$ cat config.mk
export PLATFORM = sky130hd
export DESIGN_NAME = button_press_duration_classifier
export DESIGN_NICKNAME = d
export VERILOG_FILES = /design/src/hdl/bpdc_pkg.sv /design/src/hdl/bpdc_lane.sv /design/src/hdl/bpdc_merge.sv /design/src/hdl/button_press_duration_classifier.sv
export SDC_FILE = /design/constraint.sdc
export NUM_CORES = 1
export LEC_CHECK = 0
export BUFFER_PORTS_ARGS = -buffer_cell sky130_fd_sc_hd__buf_2
export CAP_MARGIN = 10
export CORE_ASPECT_RATIO = 0.6
export CORE_MARGIN = 5
export CORE_UTILIZATION = 60
export CTS_BUF_LIST = sky130_fd_sc_hd__clkbuf_16
export DETAILED_ROUTE_END_ITERATION = 6
export PLACE_DENSITY = 0.83
export RECOVER_POWER = 50
export SLEW_MARGIN = 5
export SYNTH_ARGS = -nofsm -noshare
export SYNTH_HDL_FRONTEND = slang
export SYNTH_SLANG_ARGS = --single-unit
export TNS_END_PERCENT = 50
$ cat constraint.sdc
create_clock -name clk_i -period 4.85 [get_ports clk_i]
set_clock_uncertainty 0.05 [all_clocks]
set_input_delay 0.97 -clock clk_i [delete_from_list [all_inputs] [get_ports clk_i]]
set_output_delay 0.97 -clock clk_i [all_outputs]
set_load 0.03 [all_outputs]
$ cat src/hdl/bpdc_pkg.sv
// bpdc_pkg: shared types, constants and codes of the button press duration classifier
// used by every module under hdl; depends on nothing else
package bpdc_pkg;

  // default sizes, handed to the top level as parameter defaults
  localparam int BUTTON_COUNT_DEF = 8;
  localparam int COUNT_WIDTH_DEF  = 16;

  // fixed field and register widths
  localparam int LEVEL_W   = 8;
  localparam int ID_W      = 3;
  localparam int TICK_W    = 16;
  localparam int EXPIRY_W  = 16;
  localparam int CFG_IDX_W = 3;
  localparam int CFG_W     = 16;

  // reset values of the thresholds
  localparam logic [TICK_W-1:0] SHORT_TICKS_RST   = TICK_W'(5);
  localparam logic [TICK_W-1:0] LONG_TICKS_RST    = TICK_W'(50);
  localparam logic [TICK_W-1:0] TIMEOUT_TICKS_RST = TICK_W'(50);

  typedef enum logic [1:0] {
    ST_IDLE  = 2'd0,
    ST_SHORT = 2'd1,
    ST_LONG  = 2'd2
  } press_state_e;

  typedef enum logic {
    OP_TICK = 1'b0,
    OP_READ = 1'b1
  } op_e;

  typedef enum logic [CFG_IDX_W-1:0] {
    REG_IDLE_LEVELS   = 3'd0,
    REG_ENABLED_MASK  = 3'd1,
    REG_SHORT_TICKS   = 3'd2,
    REG_LONG_TICKS    = 3'd3,
    REG_TIMEOUT_TICKS = 3'd4
  } cfg_reg_e;

  typedef struct packed {
    op_e                 op;
    logic [LEVEL_W-1:0]  levels;
    logic [ID_W-1:0]     button_id;
    logic                clear_after_read;
  } in_item_t;

  typedef struct packed {
    press_state_e        press_state;
    logic [ID_W-1:0]     reported_button;
  } out_item_t;

  typedef struct packed {
    logic [LEVEL_W-1:0]  idle_levels;
    logic [LEVEL_W-1:0]  enabled_mask;
    logic [TICK_W-1:0]   short_ticks;
    logic [TICK_W-1:0]   long_ticks;
    logic [TICK_W-1:0]   timeout_ticks;
  } cfg_t;

  // strobes from the top level to every lane
  typedef struct packed {
    logic                tick;
    logic                rd_clear;
    logic [LEVEL_W-1:0]  levels;
    logic [ID_W-1:0]     button_id;
  } lane_ctl_t;

  // what a lane shows the merging stage
  typedef struct packed {
    press_state_e        latched;
    press_state_e        latched_tick;
  } lane_stat_t;

endpackage

$ cat src/hdl/bpdc_lane.sv
// bpdc_lane: press counter, latch and expiry countdown of one button
// depends on bpdc_pkg
module bpdc_lane #(
  parameter int COUNT_WIDTH = bpdc_pkg::COUNT_WIDTH_DEF,
  parameter int LANE_IDX    = 0
) (
  input  logic                  clk_i,
  input  logic                  rst_ni,
  input  bpdc_pkg::cfg_t        cfg_i,
  input  bpdc_pkg::lane_ctl_t   ctl_i,
  output bpdc_pkg::lane_stat_t  stat_o
);

  localparam int CMP_W = (COUNT_WIDTH > bpdc_pkg::TICK_W) ? COUNT_WIDTH : bpdc_pkg::TICK_W;

  logic en, lvl, idl;

  if (LANE_IDX < bpdc_pkg::LEVEL_W) begin : g_pin
    assign en  = cfg_i.enabled_mask[LANE_IDX];
    assign lvl = ctl_i.levels[LANE_IDX];
    assign idl = cfg_i.idle_levels[LANE_IDX];
  end else begin : g_nopin
    // no pin and no register bit: never scanned
    assign en  = 1'b0;
    assign lvl = 1'b0;
    assign idl = 1'b0;
  end

  logic [COUNT_WIDTH-1:0]         cnt_q, cnt_d, cnt_tick;
  bpdc_pkg::press_state_e         lat_q, lat_d, lat_tick;
  logic [bpdc_pkg::EXPIRY_W-1:0]  exp_q, exp_d, exp_tick;
  logic                           hit;

  assign hit = (32'(ctl_i.button_id) == LANE_IDX);

  // tick update: countdown first, then level evaluation
  always_comb begin
    lat_tick = lat_q;
    exp_tick = exp_q;
    cnt_tick = cnt_q;
    if (exp_q != '0) begin
      exp_tick = exp_q - bpdc_pkg::EXPIRY_W'(1);
      if (exp_tick == '0) lat_tick = bpdc_pkg::ST_IDLE;
    end
    if (lvl == idl) begin
      if (CMP_W'(cnt_q) > CMP_W'(cfg_i.short_ticks)) begin
        lat_tick = (CMP_W'(cnt_q) < CMP_W'(cfg_i.long_ticks)) ? bpdc_pkg::ST_SHORT
                                                              : bpdc_pkg::ST_LONG;
        exp_tick = cfg_i.timeout_ticks;
      end
      cnt_tick = '0;
    end else if (cnt_q != '1) begin
      cnt_tick = cnt_q + COUNT_WIDTH'(1);
    end
  end

  always_comb begin
    lat_d = lat_q;
    exp_d = exp_q;
    cnt_d = cnt_q;
    if (ctl_i.tick && en) begin
      lat_d = lat_tick;
      exp_d = exp_tick;
      cnt_d = cnt_tick;
    end else if (ctl_i.rd_clear && hit) begin
      lat_d = bpdc_pkg::ST_IDLE;
      exp_d = '0;
    end
  end

  always_ff @(posedge clk_i or negedge rst_ni) begin
    if (!rst_ni) begin
      cnt_q <= '0;
      lat_q <= bpdc_pkg::ST_IDLE;
      exp_q <= '0;
    end else begin
      cnt_q <= cnt_d;
      lat_q <= lat_d;
      exp_q <= exp_d;
    end
  end

  assign stat_o.latched      = lat_q;
  assign stat_o.latched_tick = en ? lat_tick : lat_q;

endmodule

$ cat src/hdl/bpdc_merge.sv
// bpdc_merge: picks the addressed lane's state and holds results in a two-beat buffer
// depends on bpdc_pkg
module bpdc_merge #(
  parameter int BUTTON_COUNT = bpdc_pkg::BUTTON_COUNT_DEF
) (
  input  logic                  clk_i,
  input  logic                  rst_ni,
  input  logic                  push_i,
  input  bpdc_pkg::in_item_t    item_i,
  input  bpdc_pkg::lane_stat_t  stat_i [BUTTON_COUNT],
  output logic                  full_o,
  output logic                  out_valid_o,
  input  logic                  out_stall_i,
  output bpdc_pkg::out_item_t   out_data_o
);

  bpdc_pkg::out_item_t res;
  logic [1:0]          sel;

  // an id with no lane reports idle
  always_comb begin
    sel = 2'b00;
    for (int i = 0; i < BUTTON_COUNT; i++) begin
      if (32'(item_i.button_id) == i) begin
        sel = sel | ((item_i.op == bpdc_pkg::OP_TICK) ? stat_i[i].latched_tick
                                                      : stat_i[i].latched);
      end
    end
    res.press_state     = bpdc_pkg::press_state_e'(sel);
    res.reported_button = item_i.button_id;
  end

  bpdc_pkg::out_item_t e0_q, e0_d, e1_q, e1_d;
  logic [1:0]          cnt_q, cnt_d;
  logic                pop;

  assign pop = (cnt_q != 2'd0) && !out_stall_i;

  always_comb begin
    e0_d  = e0_q;
    e1_d  = e1_q;
    cnt_d = cnt_q;
    case (cnt_q)
      2'd0: begin
        if (push_i) begin
          e0_d  = res;
          cnt_d = 2'd1;
        end
      end
      2'd1: begin
        if (push_i && pop) begin
          e0_d = res;
        end else if (push_i) begin
          e1_d  = res;
          cnt_d = 2'd2;
        end else if (pop) begin
          cnt_d = 2'd0;
        end
      end
      default: begin
        if (pop) begin
          e0_d  = e1_q;
          cnt_d = 2'd1;
        end
      end
    endcase
  end

  always_ff @(posedge clk_i or negedge rst_ni) begin
    if (!rst_ni) begin
      cnt_q <= 2'd0;
    end else begin
      cnt_q <= cnt_d;
    end
  end

  always_ff @(posedge clk_i) begin
    e0_q <= e0_d;
    e1_q <= e1_d;
  end

  assign full_o      = (cnt_q == 2'd2);
  assign out_valid_o = (cnt_q != 2'd0);
  assign out_data_o  = e0_q;

endmodule

$ cat src/hdl/button_press_duration_classifier.sv
// button_press_duration_classifier: top level, configuration registers, lanes and merge
// depends on bpdc_pkg, bpdc_lane and bpdc_merge
//
// One beat in, one beat out. A tick beat (op 0) advances every enabled button by one
// sample: each button has its own lane with a saturating press counter, a latched
// short/long result and an expiry countdown, and all lanes update in the same cycle.
// The result of a tick is the addressed button's state after the tick; a read beat
// (op 1) returns the current state and may clear it. A new beat can be accepted on
// every clock while in_stall_o is low; the result is registered into a two-beat
// output buffer, and in_stall_o rises only once two results are waiting, so the
// input keeps flowing while one result waits to be taken. Configuration writes are
// registered, and should only be made while idle.
module button_press_duration_classifier #(
  parameter int BUTTON_COUNT = bpdc_pkg::BUTTON_COUNT_DEF,
  parameter int COUNT_WIDTH  = bpdc_pkg::COUNT_WIDTH_DEF
) (
  input  logic                            clk_i,
  input  logic                            rst_ni,
  // input channel
  input  logic                            in_valid_i,
  output logic                            in_stall_o,
  input  bpdc_pkg::in_item_t              in_data_i,
  // output channel
  output logic                            out_valid_o,
  input  logic                            out_stall_i,
  output bpdc_pkg::out_item_t             out_data_o,
  // configuration write port
  input  logic                            cfg_we_i,
  input  logic [bpdc_pkg::CFG_IDX_W-1:0]  cfg_idx_i,
  input  logic [bpdc_pkg::CFG_W-1:0]      cfg_data_i
);

  // configuration registers
  bpdc_pkg::cfg_t cfg_q, cfg_d;

  always_comb begin
    cfg_d = cfg_q;
    if (cfg_we_i) begin
      unique case (cfg_idx_i)
        bpdc_pkg::REG_IDLE_LEVELS:   cfg_d.idle_levels   = cfg_data_i[bpdc_pkg::LEVEL_W-1:0];
        bpdc_pkg::REG_ENABLED_MASK:  cfg_d.enabled_mask  = cfg_data_i[bpdc_pkg::LEVEL_W-1:0];
        bpdc_pkg::REG_SHORT_TICKS:   cfg_d.short_ticks   = cfg_data_i[bpdc_pkg::TICK_W-1:0];
        bpdc_pkg::REG_LONG_TICKS:    cfg_d.long_ticks    = cfg_data_i[bpdc_pkg::TICK_W-1:0];
        bpdc_pkg::REG_TIMEOUT_TICKS: cfg_d.timeout_ticks = cfg_data_i[bpdc_pkg::TICK_W-1:0];
        default: ; // writes outside the map are dropped
      endcase
    end
  end

  always_ff @(posedge clk_i or negedge rst_ni) begin
    if (!rst_ni) begin
      cfg_q.idle_levels   <= '0;
      cfg_q.enabled_mask  <= '0;
      cfg_q.short_ticks   <= bpdc_pkg::SHORT_TICKS_RST;
      cfg_q.long_ticks    <= bpdc_pkg::LONG_TICKS_RST;
      cfg_q.timeout_ticks <= bpdc_pkg::TIMEOUT_TICKS_RST;
    end else begin
      cfg_q <= cfg_d;
    end
  end

  // beat acceptance
  logic accept, full;

  assign in_stall_o = full;
  assign accept     = in_valid_i && !full;

  // strobes shared by all lanes
  bpdc_pkg::lane_ctl_t ctl;

  assign ctl.tick      = accept && (in_data_i.op == bpdc_pkg::OP_TICK);
  assign ctl.rd_clear  = accept && (in_data_i.op == bpdc_pkg::OP_READ)
                         && in_data_i.clear_after_read;
  assign ctl.levels    = in_data_i.levels;
  assign ctl.button_id = in_data_i.button_id;

  // one lane per button
  bpdc_pkg::lane_stat_t stat [BUTTON_COUNT];

  for (genvar g = 0; g < BUTTON_COUNT; g++) begin : g_lane
    bpdc_lane #(
      .COUNT_WIDTH (COUNT_WIDTH),
      .LANE_IDX    (g)
    ) u_lane (
      .clk_i  (clk_i),
      .rst_ni (rst_ni),
      .cfg_i  (cfg_q),
      .ctl_i  (ctl),
      .stat_o (stat[g])
    );
  end

  // select the addressed button and buffer the result beat
  bpdc_merge #(
    .BUTTON_COUNT (BUTTON_COUNT)
  ) u_merge (
    .clk_i       (clk_i),
    .rst_ni      (rst_ni),
    .push_i      (accept),
    .item_i      (in_data_i),
    .stat_i      (stat),
    .full_o      (full),
    .out_valid_o (out_valid_o),
    .out_stall_i (out_stall_i),
    .out_data_o  (out_data_o)
  );

endmodule

# == After elaboration in Yosys (flattened, before gate mapping) ==
# Index checks and enable logic that the tools add are counted.
# totals
regBits,348
input_bits,37
output_inout_bits,7
word_cells,331
# op_classes
addsub,16
order_cmp,16
n_eq_ne,33
muxes,146
bitwise,9
n_reduce_logical,77
# op_table
cell,count
$mux 16,56
$mux 2,85
$add 16x1->16 const B,8
$gt 16x16->1,8
$logic_not 16->1,8
$lt 16x16->1,8
$ne 16x16->1 const B,8
$reduce_bool 16->1,8
$sub 16x1->16 const B,8
$reduce_bool 2->1,17
$reduce_and 2->1,13
$logic_and 1x1->1,22
$eq 3x3->1 const B,5
$mux 5,3
$or 2x2->2,7
$eq 3x2->1 const B,4
$pmux 5 s2,1
$eq 1x1->1,8
$eq 3x1->1 const B,2
$logic_not 3->1,2
$reduce_and 3->1,2
$ne 2x2->1 const B,2
$pmux 2 s2,1
$reduce_and 4->1,1
8 further kinds,10

# == Logic depth before layout (Yosys ltp) ==
# logic_depth
depth_word,25
mapped_depth,12
ltp_nobuf,11

# == Cells and area by module ==
# A second synthesis with hierarchy kept.
# hier_totals
hier_cells,3161
hier_area_um2,27789.2
# by_module_without_submodules
mod,instances,cells_each,area_each_um2,seq_area_each_um2
bpdc_lane (g_lane[3].u_lane ...),3,374,3084.2,850.8
bpdc_lane (g_lane[1].u_lane),1,361,3081.7,850.8
bpdc_lane (g_lane[0].u_lane),1,383,3052.9,850.8
bpdc_lane (g_lane[4].u_lane),1,358,3047.9,850.8
bpdc_lane (g_lane[7].u_lane),1,377,3017.9,850.8
bpdc_lane (g_lane[2].u_lane),1,353,2966.6,850.8
button_press_duration_classifier,1,142,2572.5,1611.5
bpdc_merge,1,65,797.0,350.3

# == Worst setup path before layout ==
# OpenSTA, ideal clock, no wires.
# synth_timing
path_type,reg-to-reg
start,reg g_lane[0].u_lane.exp_q[8] in the netlist's numbering
end,"reg u_merge.e0_q, in the netlist u_merge.out_data_o[4], data pin"
setup_time_ns,0.260
arrival_time_ns,2.977
required_time_ns,4.540
setup_slack_ns,1.563
path_stages_with_launch,11
n_path_buf,1
synth_period_minus_slack_ns,3.287
cell_sequence,dfrtp_1 or4_1 clkbuf_1 or3_1 nor3_1 xor2_1 or4_4 a31o_1 a22oi_2 nand4_2 mux2_2
# synth_rtl
element,line_no,rtl
from (decl),bpdc_lane.sv:31,"logic [bpdc_pkg::EXPIRY_W-1:0] exp_q, exp_d, exp_tick;"
from (signal assigned),bpdc_lane.sv:79,exp_q <= exp_d;
to (signal assigned),bpdc_merge.sv:78,e0_q <= e0_d;
to (decl),bpdc_merge.sv:33,"bpdc_pkg::out_item_t e0_q, e0_d, e1_q, e1_d;"

==> summary.md <==
| Metric | Value |
|---|---|
| Total negative setup slack | `0 ns` |
| Pwr/cell area | `about 500 nW/um^2` |
| Final HPWL DP | `a little under 60,000 um` |
| Share of cells above drive strength 1 | `0.07927` |
| Peak Freq | `248.6 MHz` |
| WP data required | `between 5 and 6 ns` |
| CP endpoint kind | `register` |
| Drt first pass iters | `7` |
| Max Cap Viol | `1` |
| Die H | `about 170 um` |
| Cells after DPL | `approximately 3,500` |
| Critical path peak fanout | `17` |
| Clk Latency, worst-skew pair | `around 0.56 ns` |
| Final number of max-transition violations | `between 100 and 150` |
| Hold WC Path Type | `register to register` |
| Seq cells post-synth | `between 300 and 400` |
| Least-Margin Pin Slew | `3.297 ns` |
| Vias in the first global route | `~23,000` |
| Failing checks | `DRC, capacitance limit, slew limit` |
| Reg2Reg Setup Slack | `approximately 0.83 ns` |
| WS Path Type | `register to register` |
| WL/cell | `about 23 um` |
| Synthesis Warnings | `0` |
| Non-filler instance count after layout | `3,587` |
| Drt via density | `about 6.7` |
| Num rows | `58` |
| Async SR Flop Fraction | `0.9713` |
| Clock tree sinks | `approximately 350` |
| Antenna Nets Post-Route | `0` |
| Max-Slew Margin vs Limit | `-1.198` |
| Core area | `approximately 42,000 um^2` |
| Num ports | `44` |
| Clock transition at path regs | `around 0.070 ns` |
| Post-Syn Area | `approximately 26,000 um^2` |
| Cell variety after synth | `91` |
| Syn_nets | `3,309` |
| Yosys top cell by area | `dfrtp_1` |
| Final Hold Fails | `0` |
| Starting density of the core | `0.6122` |
| RSZ-0062 raised after global routing | `no` |
| Outcome | `finished, violations left` |
| Post-synthesis sequential area ratio | `0.3391` |
| Die width | `around 280 um` |
| First-pass GRT wire length | `approximately 130,000 um` |
| Initial DRC count | `3,467` |
| CTS Buf Count | `35` |
| Gr usage total | `0.3359` |
| Post-CTS resize count | `0` |
| H-tree levels | `2` |
| Leak | `12.91 nW` |
| Period utilisation layout | `0.8293` |
| Vias | `around 24,000` |
| Routability cong. | `0.9824` |
| Place WS | `0.9871 ns` |
| EDFF count, synth | `10` |
| Final nets | `around 3,300` |
| Initial antenna violation count | `3` |
| Clock period minus worst slack | `slightly above 4 ns` |
| Count leader, synth | `dfrtp_1` |
| Ys flop type | `dfrtp_1` |
| WP data arrival | `between 4 and 5 ns` |
| Hold path cells | `2` |
| DRC Markers | `9` |
| HP Start | `g_lane[4].u_lane.lat_q[0]$_DFFE_PN0P_` |
| Share of the synthesized area in the top cell type | `0.3193` |
| Reg-to-Reg Start | `g_lane[5].u_lane.exp_q[0]$_DFFE_PN0P_` |
| Remaining global-route overflow | `0` |
| Crit Reg-Reg Endpoint | `u_merge.out_data_o[4]$_DFFE_PP_` |
| Post-CTS Setup Bufs | `0` |
| WL final | `between 80,000 and 90,000 um` |
| Clk root buf | `clkbuf_16` |
| Die footprint | `47,490 um^2` |
| Final worst slack | `just over 0.8 ns` |
| CP Launch Type | `register` |
| Synth area leaders | `dfrtp_1, ha_1, nand2_1` |
| CTS tree | `done` |
| R2R depth | `11` |
| Endpoints failing setup | `0` |
| Layout Utilization | `0.6598` |
| Fill count | `3,373` |
| PortBufs | `43` |
| Pin count of the biggest net entering global routing | `between 100 and 150` |
| Hold worst-path end | `g_lane[4].u_lane.lat_q[0]$_DFFE_PN0P_` |
| Cells after Synth | `about 3,000` |
| Syn avg cell area | `~8.6 um^2` |
| VDD IR max | `between 0.0004 and 0.0005 V` |
| Post-synth top cells | `dfrtp_1, nand2_1, ha_1, nor2_1, o21ai_0` |
| Post-CTS Hold Fix Bufs | `0` |
| CTS max path bufs | `3` |
| Area added between synthesis and finish | `7.761%` |
[state kept, by name, summed over array words and instances, names as in the netlist]
name and flops:
u_merge.cnt_q 2, u_merge.e1_q 5, g_lane.u_lane.exp_q 128, g_lane.u_lane.cnt_q 128, g_lane.u_lane.lat_q 16, cfg_q 64, u_merge.out_data_o 5
[metal layers]
| metal | track usage | up-vias | wire [um] | share of wire |
|---|---|---|---|---|
| met3 | 0.08756 | 267 | 10180 | 0.13 |
| met1 | 0.4877 | 11580 | 34680 | 0.43 |
| met4 | 0.1233 | 2 | 3493 | 0.043 |
| met5 | 0 | - | 13 | 0.00016 |
| li1 | - | 10850 | - | - |
| met2 | 0.4871 | 1484 | 33040 | 0.41 |
[layout make-up]
cell class	instances	area, um^2	area share
multi-input cells	2421	16270	0.5837
flip-flops and latches	348	8768	0.3147
clock buffers	36	900.9	0.03233
well taps	570	713.2	0.02559
repair buffers	93	589.3	0.02115
inverters	89	334.1	0.01199
clock inverters	28	289.0	0.01037
diodes	2	5.005	0.0001796
[worst max-delay path by stage]
stage	depth (start not counted)	slack, ns	startpoint	endpoint
floorplan	10	1.56	g_lane[0].u_lane.exp_q[8]$_DFFE_PN0P_	u_merge.out_data_o[4]$_DFFE_PP_
global placement	11	1.06	g_lane[5].u_lane.exp_q[1]$_DFFE_PN0P_	u_merge.out_data_o[4]$_DFFE_PP_
detailed placement	10	0.99	in_valid_i	g_lane[5].u_lane.cnt_q[14]$_DFFE_PN0P_
CTS	11	0.97	g_lane[5].u_lane.exp_q[0]$_DFFE_PN0P_	u_merge.out_data_o[4]$_DFFE_PP_
global route	2	0.42	rst_ni	g_lane[7].u_lane.exp_q[14]$_DFFE_PN0P_
finish	11	0.83	g_lane[5].u_lane.exp_q[0]$_DFFE_PN0P_	u_merge.out_data_o[4]$_DFFE_PP_
[layout by cell type, fill, tap and decap left out, drive strengths merged, types with 29 or more instances in the layout]
cell / Yosys / layout
mux2i: 53 / 53
ha: 275 / 275
nor4: 37 / 37
or3: 35 / 35
and3: 34 / 34
nor2b: 29 / 29
inv: 89 / 97
buf: 14 / 81
clkbuf: 125 / 48
nor3: 140 / 140
dfrtp: 330 / 330
o21ai: 236 / 236
nand3: 85 / 85
nand4: 72 / 72
a21o: 38 / 38
xor2: 113 / 113
xnor2: 87 / 87
a21oi: 201 / 201
mux2: 52 / 52
nand2: 321 / 321
nor2: 275 / 275
[metrics by stage]
step / power [W] / hold WS [ns] / instance area (um^2)
5_1_grt: 0.01471 / 0.4674 / 27870
3_5_place_dp: 0.01065 / 0.4161 / 26710
3_3_place_gp: 0.01024 / 0.4076 / 26710
4_1_cts: 0.01361 / 0.4303 / 27900
6_report: 0.01382 / 0.4310 / 27870
2_1_floorplan: 0.008901 / 0.3935 / 25860
[worst max-delay path: stages, from the launching register on]
cell and delay, ns:
dfrtp_1 0.49, inv_1 0.10, ha_1 0.52, or3b_1 0.44
o21ai_0 0.17, o31a_1 0.16, nand4_1 0.09, o41ai_1 0.77
a21oi_1 0.25, nor4_2 0.32, nand4_2 0.14, mux2_2 0.29
[where the power goes]
| part | internal [W] | total, W | leakage (nW) | switching (W) |
|---|---|---|---|---|
| Clock | 0.00167 | 0.00293 | 0.605 | 0.00126 |
| Sequential | 0.00356 | 0.00482 | 4.56 | 0.00125 |
| Combinational | 0.00246 | 0.00607 | 7.74 | 0.00361 |
| Total | 0.00770 | 0.0138 | 12.9 | 0.00612 |
[kinds of logic (layout without fill, tap and decap cells)]
group | count (synthesis) | after routing | synth area share
fa+ha+maj | 275 | 275 | 0.1331
other cells | 0 | 2 | 0
xor+xnor | 200 | 200 | 0.06774
mux | 105 | 105 | 0.04316
buf+inv | 228 | 246 | 0.03382
flops | 348 | 348 | 0.3391
simple gates | 1164 | 1164 | 0.2232
compound gates | 677 | 677 | 0.1599
No activity file was read; power rests on OpenSTA's default activity.
